<file path="src/hdl/srwt_pkg.sv">
// Shared constants, codes and types of the selective-repeat window tracker.
`timescale 1ns / 1ps
`default_nettype none
package srwt_pkg;

    localparam int MAX_FRAME_COUNT_DEF = 128;
    localparam int MAX_WINDOW = 32;
    localparam int RESULT_LIMIT = 34;
    // Delivery records stop once this many records were given for one beat.
    localparam int DLV_CAP = RESULT_LIMIT - 1;

    localparam int WIN_W = 6;
    localparam int POS_W = 8;
    localparam int OC_W = 2;
    localparam int KIND_W = 2;
    localparam int IDX_W = 7;
    localparam int CNT_W = 6;
    localparam int MAP_W = 2;
    localparam int MAP_ACK = 1;
    localparam int MAP_RCV = 0;

    localparam int APB_AW = 3;
    localparam int APB_DW = 32;

    localparam logic [WIN_W-1:0] WIN_RST = 6'd4;
    localparam logic [POS_W-1:0] TOT_RST = 8'd16;

    localparam logic [OC_W-1:0] OC_SUCCESS = 2'd0;
    localparam logic [OC_W-1:0] OC_FRAME_LOST = 2'd1;
    localparam logic [OC_W-1:0] OC_ACK_LOST = 2'd2;

    typedef enum logic {
        R_WIN,
        R_TOT
    } t_reg;

    typedef enum logic [KIND_W-1:0] {
        K_SENT,
        K_DELIVER,
        K_DONE,
        K_BAD
    } t_kind;

    typedef enum logic [1:0] {
        SEL_CURSOR,
        SEL_BASE,
        SEL_DELIVER
    } t_rsel;

    typedef enum logic [3:0] {
        S_CLEAR,
        S_IDLE,
        S_CHECK,
        S_SCAN1_RD,
        S_SCAN1_CHK,
        S_SEND,
        S_SCAN2_RD,
        S_SCAN2_CHK,
        S_PASS_END,
        S_BASE_RD,
        S_BASE_CHK,
        S_DLV_RD,
        S_DLV_CHK,
        S_DONE_CHK,
        S_BAD,
        S_FLUSH
    } t_state;

    typedef struct packed {
        logic  clr_step;
        logic  take;
        logic  step_init;
        logic  rd_en;
        t_rsel rd_sel;
        logic  cur_inc;
        logic  base_inc;
        logic  dp_inc;
        logic  cur_to_pend;
        logic  send;
        logic  emit;
        t_kind kind;
        logic  flush;
    } t_cmd;

    typedef struct packed {
        logic clear_last;
        logic in_valid;
        logic cfg_bad;
        logic xfer_done;
        logic cur_lt_end;
        logic base_lt_total;
        logic dlv_more;
        logic rd_acked;
        logic rd_recv;
        logic stage_valid;
        logic out_free;
    } t_stat;

endpackage
`default_nettype wire

</file>
<file path="src/hdl/srwt_if.sv">
// Valid/ready channel interfaces for the input outcome and the output records.
`timescale 1ns / 1ps
`default_nettype none
interface srwt_in_if import srwt_pkg::*; ();
    logic            valid;
    logic            ready;
    logic [OC_W-1:0] outcome;

    modport source(output valid, output outcome, input ready);
    modport sink(input valid, input outcome, output ready);
endinterface

interface srwt_out_if import srwt_pkg::*; ();
    logic              valid;
    logic              ready;
    logic [KIND_W-1:0] record_kind;
    logic [IDX_W-1:0]  frame_index;
    logic [OC_W-1:0]   sent_outcome;
    logic              last_record;

    modport source(output valid, output record_kind, output frame_index,
                   output sent_outcome, output last_record, input ready);
    modport sink(input valid, input record_kind, input frame_index,
                 input sent_outcome, input last_record, output ready);
endinterface
`default_nettype wire

</file>
<file path="src/hdl/srwt_ram.sv">
// Generic single-write, single-read RAM with a registered read port.
`timescale 1ns / 1ps
`default_nettype none
module srwt_ram #(
    parameter int WIDTH = 2,
    parameter int DEPTH = 128,
    localparam int AW = (DEPTH > 1) ? $clog2(DEPTH) : 1
) (
    input  wire logic             i_clk,
    input  wire logic             i_we,
    input  wire logic [AW-1:0]    i_waddr,
    input  wire logic [WIDTH-1:0] i_wdata,
    input  wire logic             i_re,
    input  wire logic [AW-1:0]    i_raddr,
    output logic      [WIDTH-1:0] o_rdata
);

    logic [WIDTH-1:0] r_mem [DEPTH];

    always_ff @(posedge i_clk) begin
        if (i_we) begin
            r_mem[i_waddr] <= i_wdata;
        end
        if (i_re) begin
            o_rdata <= r_mem[i_raddr];
        end
    end

endmodule
`default_nettype wire

</file>
<file path="src/hdl/srwt_ctrl.sv">
// Sequencer of the window tracker: one state per step of a beat's work.
`timescale 1ns / 1ps
`default_nettype none
module srwt_ctrl import srwt_pkg::*; (
    input  wire logic  i_clk,
    input  wire logic  i_rst_n,
    input  wire t_stat i_stat,
    output t_cmd       o_cmd,
    output t_state     o_state
);

    t_state r_state;
    t_state n_state;
    logic   w_can_emit;

    // A new record may enter the stage when it is empty or its content can move on.
    assign w_can_emit = !i_stat.stage_valid || i_stat.out_free;
    assign o_state    = r_state;

    always_ff @(posedge i_clk) begin
        if (!i_rst_n) begin
            r_state <= S_CLEAR;
        end else begin
            r_state <= n_state;
        end
    end

    always_comb begin
        n_state = r_state;
        case (r_state)
            S_CLEAR: begin
                if (i_stat.clear_last) n_state = S_IDLE;
            end
            S_IDLE: begin
                if (i_stat.in_valid) n_state = S_CHECK;
            end
            S_CHECK: begin
                if (i_stat.cfg_bad) n_state = S_BAD;
                else if (i_stat.xfer_done) n_state = S_IDLE;
                else n_state = S_SCAN1_RD;
            end
            S_SCAN1_RD: begin
                n_state = i_stat.cur_lt_end ? S_SCAN1_CHK : S_PASS_END;
            end
            S_SCAN1_CHK: begin
                n_state = i_stat.rd_acked ? S_SCAN1_RD : S_SEND;
            end
            S_SEND: begin
                if (w_can_emit) n_state = S_SCAN2_RD;
            end
            S_SCAN2_RD: begin
                n_state = i_stat.cur_lt_end ? S_SCAN2_CHK : S_PASS_END;
            end
            S_SCAN2_CHK: begin
                n_state = i_stat.rd_acked ? S_SCAN2_RD : S_FLUSH;
            end
            S_PASS_END: begin
                n_state = S_BASE_RD;
            end
            S_BASE_RD: begin
                n_state = i_stat.base_lt_total ? S_BASE_CHK : S_DLV_RD;
            end
            S_BASE_CHK: begin
                n_state = i_stat.rd_acked ? S_BASE_RD : S_DLV_RD;
            end
            S_DLV_RD: begin
                n_state = i_stat.dlv_more ? S_DLV_CHK : S_DONE_CHK;
            end
            S_DLV_CHK: begin
                if (!i_stat.rd_recv) n_state = S_DONE_CHK;
                else if (w_can_emit) n_state = S_DLV_RD;
            end
            S_DONE_CHK: begin
                if (!i_stat.xfer_done || w_can_emit) n_state = S_FLUSH;
            end
            S_BAD: begin
                if (w_can_emit) n_state = S_FLUSH;
            end
            S_FLUSH: begin
                if (!i_stat.stage_valid || i_stat.out_free) n_state = S_IDLE;
            end
            default: begin
                n_state = S_IDLE;
            end
        endcase
    end

    always_comb begin
        o_cmd        = '0;
        o_cmd.rd_sel = SEL_CURSOR;
        o_cmd.kind   = K_SENT;
        case (r_state)
            S_CLEAR: begin
                o_cmd.clr_step = 1'b1;
            end
            S_IDLE: begin
                o_cmd.take = 1'b1;
            end
            S_CHECK: begin
                o_cmd.step_init = !i_stat.cfg_bad && !i_stat.xfer_done;
            end
            S_SCAN1_RD, S_SCAN2_RD: begin
                o_cmd.rd_en  = i_stat.cur_lt_end;
                o_cmd.rd_sel = SEL_CURSOR;
            end
            S_SCAN1_CHK, S_SCAN2_CHK: begin
                o_cmd.cur_inc = i_stat.rd_acked;
            end
            S_SEND: begin
                o_cmd.send    = w_can_emit;
                o_cmd.emit    = w_can_emit;
                o_cmd.cur_inc = w_can_emit;
                o_cmd.kind    = K_SENT;
            end
            S_PASS_END: begin
                o_cmd.cur_to_pend = 1'b1;
            end
            S_BASE_RD: begin
                o_cmd.rd_en  = i_stat.base_lt_total;
                o_cmd.rd_sel = SEL_BASE;
            end
            S_BASE_CHK: begin
                o_cmd.base_inc = i_stat.rd_acked;
            end
            S_DLV_RD: begin
                o_cmd.rd_en  = i_stat.dlv_more;
                o_cmd.rd_sel = SEL_DELIVER;
            end
            S_DLV_CHK: begin
                o_cmd.emit   = i_stat.rd_recv && w_can_emit;
                o_cmd.dp_inc = i_stat.rd_recv && w_can_emit;
                o_cmd.kind   = K_DELIVER;
            end
            S_DONE_CHK: begin
                o_cmd.emit = i_stat.xfer_done && w_can_emit;
                o_cmd.kind = K_DONE;
            end
            S_BAD: begin
                o_cmd.emit = w_can_emit;
                o_cmd.kind = K_BAD;
            end
            S_FLUSH: begin
                o_cmd.flush = i_stat.stage_valid && i_stat.out_free;
            end
            default: begin
                o_cmd.take = 1'b0;
            end
        endcase
    end

endmodule
`default_nettype wire

</file>
<file path="src/hdl/srwt_dpath.sv">
// Datapath of the window tracker: pointers, frame map memory, config and record staging.
`timescale 1ns / 1ps
`default_nettype none
module srwt_dpath import srwt_pkg::*; #(
    parameter int MAX_FRAME_COUNT = MAX_FRAME_COUNT_DEF
) (
    input  wire logic              i_clk,
    input  wire logic              i_rst_n,
    input  wire logic              psel,
    input  wire logic              penable,
    input  wire logic              pwrite,
    input  wire logic [APB_AW-1:0] paddr,
    input  wire logic [APB_DW-1:0] pwdata,
    output logic      [APB_DW-1:0] prdata,
    input  wire t_cmd              i_cmd,
    output t_stat                  o_stat,
    srwt_in_if.sink                i_in_ch,
    srwt_out_if.source             o_out_ch
);

    localparam int AW = (MAX_FRAME_COUNT > 1) ? $clog2(MAX_FRAME_COUNT) : 1;
    localparam int MAXC_W = $clog2(MAX_FRAME_COUNT + 1);
    localparam int CMP_W = (MAXC_W > POS_W) ? MAXC_W : POS_W;

    // Configuration.
    logic [WIN_W-1:0] r_win;
    logic [POS_W-1:0] r_tot;

    // Transfer state.
    logic [POS_W-1:0] r_base;
    logic [POS_W-1:0] r_dp;
    logic [POS_W-1:0] r_cursor;
    logic [POS_W-1:0] r_pend;
    logic [CNT_W-1:0] r_cnt;
    logic [AW-1:0]    r_clr_addr;
    logic [OC_W-1:0]  r_oc;

    // Record stage and output register.
    logic              r_stg_valid;
    t_kind             r_stg_kind;
    logic [IDX_W-1:0]  r_stg_idx;
    logic [OC_W-1:0]   r_stg_oc;
    logic              r_out_valid;
    logic [KIND_W-1:0] r_out_kind;
    logic [IDX_W-1:0]  r_out_idx;
    logic [OC_W-1:0]   r_out_oc;
    logic              r_out_last;

    logic [POS_W:0]    w_sum;
    logic [POS_W-1:0]  w_new_pend;
    logic [POS_W-1:0]  w_end;
    logic [IDX_W-1:0]  w_new_idx;
    logic [OC_W-1:0]   w_new_oc;
    logic              w_out_free;
    logic              w_we;
    logic [AW-1:0]     w_waddr;
    logic [MAP_W-1:0]  w_wdata;
    logic [AW-1:0]     w_raddr;
    logic [MAP_W-1:0]  w_rdata;
    logic              w_cfg_wr;

    assign w_cfg_wr = psel && penable && pwrite;

    always_comb begin
        case (t_reg'(paddr[2]))
            R_WIN:   prdata = APB_DW'(r_win);
            R_TOT:   prdata = APB_DW'(r_tot);
            default: prdata = '0;
        endcase
    end

    assign w_sum      = {1'b0, r_base} + (POS_W + 1)'(r_win);
    assign w_new_pend = (w_sum > {1'b0, r_tot}) ? r_tot : w_sum[POS_W-1:0];
    assign w_end      = (r_pend < r_tot) ? r_pend : r_tot;

    assign w_out_free = !r_out_valid || o_out_ch.ready;

    always_comb begin
        case (i_cmd.kind)
            K_SENT:    w_new_idx = r_cursor[IDX_W-1:0];
            K_DELIVER: w_new_idx = r_dp[IDX_W-1:0];
            default:   w_new_idx = '0;
        endcase
    end
    assign w_new_oc = (i_cmd.kind == K_SENT) ? r_oc : '0;

    // Frame map: a lost frame leaves its entry as it was.
    assign w_we = i_cmd.clr_step ||
                  (i_cmd.send && (r_oc == OC_SUCCESS || r_oc == OC_ACK_LOST));
    assign w_waddr = i_cmd.clr_step ? r_clr_addr : AW'(r_cursor);
    always_comb begin
        w_wdata = '0;
        if (!i_cmd.clr_step) begin
            w_wdata[MAP_ACK] = (r_oc == OC_SUCCESS);
            w_wdata[MAP_RCV] = 1'b1;
        end
    end

    always_comb begin
        case (i_cmd.rd_sel)
            SEL_CURSOR:  w_raddr = AW'(r_cursor);
            SEL_BASE:    w_raddr = AW'(r_base);
            SEL_DELIVER: w_raddr = AW'(r_dp);
            default:     w_raddr = AW'(r_cursor);
        endcase
    end

    srwt_ram #(
        .WIDTH(MAP_W),
        .DEPTH(MAX_FRAME_COUNT)
    ) u_map (
        .i_clk  (i_clk),
        .i_we   (w_we),
        .i_waddr(w_waddr),
        .i_wdata(w_wdata),
        .i_re   (i_cmd.rd_en),
        .i_raddr(w_raddr),
        .o_rdata(w_rdata)
    );

    always_ff @(posedge i_clk) begin
        if (!i_rst_n) begin
            r_win       <= WIN_RST;
            r_tot       <= TOT_RST;
            r_base      <= '0;
            r_dp        <= '0;
            r_cursor    <= '0;
            r_pend      <= '0;
            r_cnt       <= '0;
            r_clr_addr  <= '0;
            r_stg_valid <= 1'b0;
            r_out_valid <= 1'b0;
        end else begin
            if (w_cfg_wr) begin
                case (t_reg'(paddr[2]))
                    R_WIN:   r_win <= pwdata[WIN_W-1:0];
                    R_TOT:   r_tot <= pwdata[POS_W-1:0];
                    default: r_win <= r_win;
                endcase
            end
            if (i_cmd.clr_step) begin
                r_clr_addr <= r_clr_addr + AW'(1);
            end
            if (i_cmd.step_init) begin
                r_cnt <= '0;
                if (r_cursor >= r_pend) begin
                    r_pend   <= w_new_pend;
                    r_cursor <= r_base;
                end
            end else if (i_cmd.cur_inc) begin
                r_cursor <= r_cursor + POS_W'(1);
            end else if (i_cmd.cur_to_pend) begin
                r_cursor <= r_pend;
            end
            if (i_cmd.base_inc) begin
                r_base <= r_base + POS_W'(1);
            end
            if (i_cmd.dp_inc) begin
                r_dp <= r_dp + POS_W'(1);
            end
            if (i_cmd.emit) begin
                r_cnt       <= r_cnt + CNT_W'(1);
                r_stg_valid <= 1'b1;
            end else if (i_cmd.flush) begin
                r_stg_valid <= 1'b0;
            end
            if ((i_cmd.emit && r_stg_valid) || i_cmd.flush) begin
                r_out_valid <= 1'b1;
            end else if (o_out_ch.ready) begin
                r_out_valid <= 1'b0;
            end
        end
    end

    // Payload registers.
    always_ff @(posedge i_clk) begin
        if (i_in_ch.valid && i_cmd.take) begin
            r_oc <= i_in_ch.outcome;
        end
        if ((i_cmd.emit && r_stg_valid) || i_cmd.flush) begin
            r_out_kind <= r_stg_kind;
            r_out_idx  <= r_stg_idx;
            r_out_oc   <= r_stg_oc;
            r_out_last <= i_cmd.flush;
        end
        if (i_cmd.emit) begin
            r_stg_kind <= i_cmd.kind;
            r_stg_idx  <= w_new_idx;
            r_stg_oc   <= w_new_oc;
        end
    end

    assign i_in_ch.ready         = i_cmd.take;
    assign o_out_ch.valid        = r_out_valid;
    assign o_out_ch.record_kind  = r_out_kind;
    assign o_out_ch.frame_index  = r_out_idx;
    assign o_out_ch.sent_outcome = r_out_oc;
    assign o_out_ch.last_record  = r_out_last;

    always_comb begin
        o_stat.clear_last    = (r_clr_addr == AW'(MAX_FRAME_COUNT - 1));
        o_stat.in_valid      = i_in_ch.valid;
        o_stat.cfg_bad       = (r_win == '0) || (r_win > WIN_W'(MAX_WINDOW)) ||
                               (r_tot == '0) ||
                               (CMP_W'(r_tot) > CMP_W'(MAX_FRAME_COUNT)) ||
                               (POS_W'(r_win) > r_tot);
        o_stat.xfer_done     = (r_dp >= r_tot);
        o_stat.cur_lt_end    = (r_cursor < w_end);
        o_stat.base_lt_total = (r_base < r_tot);
        o_stat.dlv_more      = (r_dp < r_tot) && (r_cnt < CNT_W'(DLV_CAP));
        o_stat.rd_acked      = w_rdata[MAP_ACK];
        o_stat.rd_recv       = w_rdata[MAP_RCV];
        o_stat.stage_valid   = r_stg_valid;
        o_stat.out_free      = w_out_free;
    end

endmodule
`default_nettype wire

</file>
<file path="src/hdl/selective_repeat_window_tracker_unit.sv">
// Top level of the selective-repeat window tracker: sequencer, datapath and checks.
//
// Usage: the sender's scoreboard of a selective-repeat transfer. Each beat on
// i_in_ch carries the outcome of the next frame that the sender transmits
// (success, frame lost, ack lost). For each beat the block gives zero or more
// record beats on o_out_ch: a sent record for the frame, then at the end of a
// window pass the in-order delivery records and a done record once every frame
// is delivered. The final record caused by a beat has last_record set. With an
// invalid window or frame count each beat gives one invalid-config record.
// Window size and frame count sit in two APB registers (0x0 and 0x4); write
// them only while the block is idle.
// Timing: each map lookup takes a read state and then a check state, because the
// map has a registered read. A mid-pass beat keeps the block busy through its send
// and the scan past acked frames, and no new beat is taken before that ends. Ending a
// pass also slides the base over acked frames and gives the delivery records.
// Reset: after i_rst_n is released the map memory is cleared one entry a cycle,
// every entry in turn, while i_in_ch.ready stays low.
// Stalls: one staged record plus an output register decouple the block from
// the receiver; the block simply waits while o_out_ch.ready is low, and takes
// the next input beat while the last record of a beat is still held.
`timescale 1ns / 1ps
`default_nettype none
module selective_repeat_window_tracker_unit import srwt_pkg::*; #(
    parameter int MAX_FRAME_COUNT = MAX_FRAME_COUNT_DEF
) (
    input  wire logic              i_clk,
    input  wire logic              i_rst_n,
    input  wire logic              psel,
    input  wire logic              penable,
    input  wire logic              pwrite,
    input  wire logic [APB_AW-1:0] paddr,
    input  wire logic [APB_DW-1:0] pwdata,
    output logic      [APB_DW-1:0] prdata,
    output logic                   pready,
    srwt_in_if.sink                i_in_ch,
    srwt_out_if.source             o_out_ch
);

    t_cmd   w_cmd;
    t_stat  w_stat;
    t_state w_state;

    // Register writes always complete in their access cycle.
    assign pready = 1'b1;

    srwt_ctrl u_ctrl (
        .i_clk  (i_clk),
        .i_rst_n(i_rst_n),
        .i_stat (w_stat),
        .o_cmd  (w_cmd),
        .o_state(w_state)
    );

    srwt_dpath #(
        .MAX_FRAME_COUNT(MAX_FRAME_COUNT)
    ) u_dpath (
        .i_clk   (i_clk),
        .i_rst_n (i_rst_n),
        .psel    (psel),
        .penable (penable),
        .pwrite  (pwrite),
        .paddr   (paddr),
        .pwdata  (pwdata),
        .prdata  (prdata),
        .i_cmd   (w_cmd),
        .o_stat  (w_stat),
        .i_in_ch (i_in_ch),
        .o_out_ch(o_out_ch)
    );

    // The memory clear runs right after reset, so no beat is taken then.
    a_no_take_after_reset: assert property (@(posedge i_clk)
        !i_rst_n |=> !i_in_ch.ready && w_state == S_CLEAR)
        else $error("input taken during map clear");

    // Every record of the previous beat has left the stage before a new beat.
    a_stage_empty_on_take: assert property (@(posedge i_clk) disable iff (!i_rst_n)
        i_in_ch.ready |-> !w_stat.stage_valid)
        else $error("stage holds a record while a new beat is taken");

    // A done record always closes the records of its beat.
    a_done_is_last: assert property (@(posedge i_clk) disable iff (!i_rst_n)
        (o_out_ch.valid && o_out_ch.record_kind == K_DONE) |-> o_out_ch.last_record)
        else $error("done record without last marker");

    // An invalid-config record is a lone, empty record.
    a_bad_record_form: assert property (@(posedge i_clk) disable iff (!i_rst_n)
        (o_out_ch.valid && o_out_ch.record_kind == K_BAD) |->
            (o_out_ch.last_record && o_out_ch.frame_index == '0 &&
             o_out_ch.sent_outcome == '0))
        else $error("malformed invalid-config record");

endmodule
`default_nettype wire
</file>
<file path="src/flat_wrapper.sv">
// flat-port wrapper written by rule: the top's interface ports become plain ports
module selective_repeat_window_tracker_unit_flat import srwt_pkg::*;
#(
    parameter int MAX_FRAME_COUNT = MAX_FRAME_COUNT_DEF
)
  (i_clk, i_rst_n, psel, penable, pwrite, paddr, pwdata, prdata, pready, i_in_ch_valid, i_in_ch_outcome, i_in_ch_ready, o_out_ch_valid, o_out_ch_record_kind, o_out_ch_frame_index, o_out_ch_sent_outcome, o_out_ch_last_record, o_out_ch_ready);
  srwt_in_if i_in_ch_i ();
  srwt_out_if o_out_ch_i ();
  input  wire logic i_clk;
  input  wire logic i_rst_n;
  input  wire logic psel;
  input  wire logic penable;
  input  wire logic pwrite;
  input  wire logic [APB_AW-1:0] paddr;
  input  wire logic [APB_DW-1:0] pwdata;
  output logic      [APB_DW-1:0] prdata;
  output logic pready;
  input wire logic [$bits(i_in_ch_i.valid)-1:0] i_in_ch_valid;
  input wire logic [$bits(i_in_ch_i.outcome)-1:0] i_in_ch_outcome;
  output wire logic [$bits(i_in_ch_i.ready)-1:0] i_in_ch_ready;
  output wire logic [$bits(o_out_ch_i.valid)-1:0] o_out_ch_valid;
  output wire logic [$bits(o_out_ch_i.record_kind)-1:0] o_out_ch_record_kind;
  output wire logic [$bits(o_out_ch_i.frame_index)-1:0] o_out_ch_frame_index;
  output wire logic [$bits(o_out_ch_i.sent_outcome)-1:0] o_out_ch_sent_outcome;
  output wire logic [$bits(o_out_ch_i.last_record)-1:0] o_out_ch_last_record;
  input wire logic [$bits(o_out_ch_i.ready)-1:0] o_out_ch_ready;
  assign i_in_ch_i.valid = i_in_ch_valid;
  assign i_in_ch_i.outcome = i_in_ch_outcome;
  assign i_in_ch_ready = i_in_ch_i.ready;
  assign o_out_ch_valid = o_out_ch_i.valid;
  assign o_out_ch_record_kind = o_out_ch_i.record_kind;
  assign o_out_ch_frame_index = o_out_ch_i.frame_index;
  assign o_out_ch_sent_outcome = o_out_ch_i.sent_outcome;
  assign o_out_ch_last_record = o_out_ch_i.last_record;
  assign o_out_ch_i.ready = o_out_ch_ready;
  selective_repeat_window_tracker_unit #(.MAX_FRAME_COUNT(MAX_FRAME_COUNT)) u_core (.i_clk(i_clk), .i_rst_n(i_rst_n), .psel(psel), .penable(penable), .pwrite(pwrite), .paddr(paddr), .pwdata(pwdata), .prdata(prdata), .pready(pready), .i_in_ch(i_in_ch_i), .o_out_ch(o_out_ch_i));
endmodule
</file>
<file path="config.mk">
export PLATFORM = sky130hd
export DESIGN_NAME = selective_repeat_window_tracker_unit_flat
export DESIGN_NICKNAME = d
export VERILOG_FILES = /design/src/hdl/srwt_pkg.sv /design/src/hdl/srwt_if.sv /design/src/hdl/srwt_ram.sv /design/src/hdl/srwt_ctrl.sv /design/src/hdl/srwt_dpath.sv /design/src/hdl/selective_repeat_window_tracker_unit.sv /design/src/flat_wrapper.sv
export SDC_FILE = /design/constraint.sdc
export NUM_CORES = 1
export LEC_CHECK = 0
export BUFFER_PORTS_ARGS = -buffer_cell sky130_fd_sc_hd__buf_2
export CAP_MARGIN = 25
export CORE_MARGIN = 2
export CORE_UTILIZATION = 67
export CTS_BUF_LIST = sky130_fd_sc_hd__clkbuf_16
export CTS_CLUSTER_SIZE = 28
export DETAILED_ROUTE_END_ITERATION = 8
export PLACE_DENSITY_LB_ADDON = 0.25
export SLEW_MARGIN = 15
export SYNTH_ARGS = -nofsm -noshare
export SYNTH_HDL_FRONTEND = slang
export SYNTH_SLANG_ARGS = --single-unit
export TNS_END_PERCENT = 50
</file>
<file path="constraint.sdc">
create_clock -name i_clk -period 18.7 [get_ports i_clk]
set_input_delay 0 -clock i_clk [delete_from_list [all_inputs] [get_ports i_clk]]
set_output_delay 0 -clock i_clk [all_outputs]
set_load 0.03 [all_outputs]
</file>
==> impl_metrics.csv <==
group,metric,value,unit
synth,synth_cells,1651,
routing,ant_nets,0,
routing,first_pass_iters,6,
routing,post_drt_wl_per_cell,21.52,µm
sta,clock_skew,17.31,ps
synth,yosysMostFrequentCell,"edfxtp_1",
sta,tightest_slew,1081,ps
clocking,numCtsBuffers,36,
synth,synth_edf_count,283,
critical_path,rr_startpoint,"u_core.u_ctrl.o_state[3]",
synth,synth-main-ff-cell,"edfxtp_1",
pwr,clockPowerShare,0.319,
sta,drv_slew,0,
floorplan,die_area,27790,µm²
floorplan,start_util,0.6806,
sta,rsz0062_at_grt,"no",
grt,grt_pass1_vias,12870,
clocking,post_cts_buffers,0,
place,numPortBuffers,39,
synth,synth_top_area_share,0.4792,
pwr,powerDensity,113.8,nW/µm²
routing,routed_wl,43770,µm
critical_path,cp.required,18960,ps
pwr,swShare,0.3266,
critical_path,start_kind,"flop",
grt,grt.total_usage,0.3140,
critical_path,crit_path_end,"u_core.u_dpath.u_map.o_rdata[1]",
critical_path,r2r-end,"u_core.u_dpath.u_map.o_rdata[1]",
clocking,cts-resized-gates,0,
synth,yosysWarnings,0,
cells_and_area,nFillCells,1688,
cells_and_area,antennaDiodeCount,0,
routing,drtIter0Drc,1653,
clocking,htree_levels,2,
sta,fin_crit_sh,0.3053,
clocking,tritoncts,"built",
critical_path,worstPathArrival,5960,ps
min_path,min_path_type,"input pin to flop",
grt,grt_pass1_wl,69130,µm
synth,ys_seq_area_frac,0.5526,
cells_and_area,layout-drive-gt1-share,0.08829,
routing,avgViaCountPerCell,6.527,
pwr,ir_drop,0.1015,mV
critical_path,startpoint,"u_core.u_ctrl.o_state[3]",
clocking,cts_hold_buffers,16,
floorplan,core_area,26060,µm²
synth,synth.area.top_cells,"edfxtp_1, dfxtp_1, mux2i_1, ha_1, nand2_1",
clocking,path_clk_slew,60,ps
place,gp_congestion,0.9295,
sta,fin_crit,5708,ps
synth,yosys.area.top_type,"edfxtp_1",
synth,syn-cell-area,17730,µm²
sta,tns,0,ps
pwr,seq_power_share,0.433,
routing,via_count,13280,
synth,async_flop_share,0,
pwr,p_comb_frac,0.248,
grt,antenna_found_initial,0,
grt,gr-total-overflow,0,
pwr,p_int,1479,µW
clocking,cts_max_path_buffers,3,
cells_and_area,seq_area,9799,µm²
pwr,switchingPower,717.1,µW
critical_path,reg2reg_depth,15,
routing,drc,0,
critical_path,crit_fanout,56,
critical_path,critical_path_class,"flop to flop",
cells_and_area,fin_nets,1783,
floorplan,rows,59,
sta,max_freq,0.1752,GHz
sta,hold_violations,0,
clocking,cts.sinks,348,
sta,worst_hold_slack,77.16,ps
place,dp_hpwl,27370,µm
sta,setup_violations,0,
floorplan,die_width,166.7,µm
critical_path,reg2reg_slack,12990,ps
cells_and_area,syn2layout_area_growth,8.777,%
flow_run,cap_violations,0,
clocking,cts-root-buf,"clkbuf_16",
floorplan,io_pins,91,
synth,synth.distinct_cells,72,
synth,synthTopCellsByCount,"edfxtp_1, nand2_1, nor2_1",
synth,ys_seq_elements,348,
synth,synth.avg_cell_area,10.74,µm²
sta,relSlewSlack,0.2773,
outcome,status,"finished, final reports clean",
critical_path,cp-end-kind,"flop",
pwr,power.leakage,0.006855,µW
clocking,clk-insertion-delay-late,530,ps
floorplan,die_h,166.7,µm
grt,grt_max_degree,101,
cells_and_area,multi_input_area,7199,µm²
## per-layer routing
layer,vias to the layer above,part of all wire,track usage
li1,6053,-,-
met1,6341,0.40,0.4384
met2,757,0.47,0.5054
met3,125,0.097,0.04943
met4,0,0.031,0.1124
met5,-,0,0
## state kept, by name, indices dropped and copies added, names as in the netlist, 8 cells and up
register,cells
u_core.u_dpath.r_base,8
u_core.u_dpath.r_cursor,8
u_core.u_dpath.r_dp,8
u_core.u_dpath.r_pend,8
u_core.u_dpath.r_tot,8
u_core.u_dpath.u_map.r_mem,256
## metrics by stage
step	cells	cell area, µm²	worst slack [ps]	total power, µW	utilization
floorplan	1674	17820	11770	1326	-
CTS	2032	19270	13130	2180	0.7395
global placement	1949	17950	13190	1475	0.6887
finish	2034	19290	12990	2196	0.7403
detailed placement	1951	17960	13110	1486	0.6891
global route	2034	19290	12790	2266	0.7403
## placed cells by master (no fill, tap or decap), types with 6 or more instances in the layout
master         synthesis  routed
clkbuf_16              0      37
mux2_2                 7       7
a21oi_1               58      58
a22oi_1               10      10
nand4_1               19      19
clkinv_2               0       8
nor2_1               204     204
a21o_1                25      23
o21a_1                 8       8
conb_1                 2      25
edfxtp_1             283     283
nand2b_1              17      17
nor2b_1               14      14
a221oi_1              11      11
or3_1                  8       8
buf_4                 35      19
dfxtp_1               65      65
o211ai_1              13      13
xor2_1                16      16
ha_1                  66      66
nand3_1               94      94
a311oi_1              18      18
and2_1                 7       7
nand3b_1               7       7
a32oi_1                6       6
inv_1                 50      53
a211oi_1              48      48
buf_2                 25      42
a22o_1                10      10
clkinv_1               0       7
a31oi_1                6       6
mux2i_1               88      88
xnor2_1               15      15
nor3_1                12      11
nand2_1              219     219
and3_1                15      15
dlygate4sd3_1          0      16
o21ai_0               39      39
## kinds of logic (layout without fill, tap and decap cells)
group,Yosys count,after routing,share of synthesized area
simple gates,640,640,0.1620
fa+ha+maj,67,67,0.04769
buf+inv,169,194,0.04797
compound gates,299,299,0.1199
flops,348,348,0.5526
xor+xnor,31,31,0.01531
other cells,2,25,0.0004235
mux,95,95,0.05411
## area by class of cell
| class | instances | share of cell area |
|---|---|---|
| clock buffer | 37 | 0.04800 |
| clock inverter | 28 | 0.01180 |
| inverter | 51 | 0.009923 |
| multi-input combinational | 1157 | 0.3732 |
| sequential | 348 | 0.5080 |
| tap | 335 | 0.02173 |
| timing repair buffer | 78 | 0.02737 |
## power groups by stage
stage                     sequential [µW]  clock (µW)  combinational (µW)
final                                 951         700                 545
after floorplan                       960           0                 366
after detailed placement              966           0                 520
after global routing                  953         733                 580
after CTS                             950         702                 528
after global placement                965           0                 509
## critical path, cell delays in order (launching register included)
cell      delay [ps]
dfxtp_1          670
inv_1            250
nor2_1           260
nand3_1          170
ha_1             330
buf_4            270
nor2b_1          150
buf_4            310
a21o_4           580
buf_4            750
mux2i_1          290
mux2i_1          100
mux2_2           280
a211oi_1         450
o32ai_1          200
a221o_1          330
## worst min-delay path by stage
stage	start	end	slack, ps	cells after the start
after global placement	i_in_ch_outcome[1]	u_core.u_dpath.r_oc[1]	200	1
after floorplan	i_in_ch_outcome[0]	u_core.u_dpath.r_oc[0]	100	0
after CTS	pwrite	u_core.u_dpath.r_tot[7]	70	4
after detailed placement	i_in_ch_outcome[1]	u_core.u_dpath.r_oc[1]	200	1
final	pwrite	u_core.u_dpath.r_tot[5]	80	4
after global routing	penable	u_core.u_dpath.r_tot[3]	130	4
Note: power is estimated with default switching activity, not from simulation.
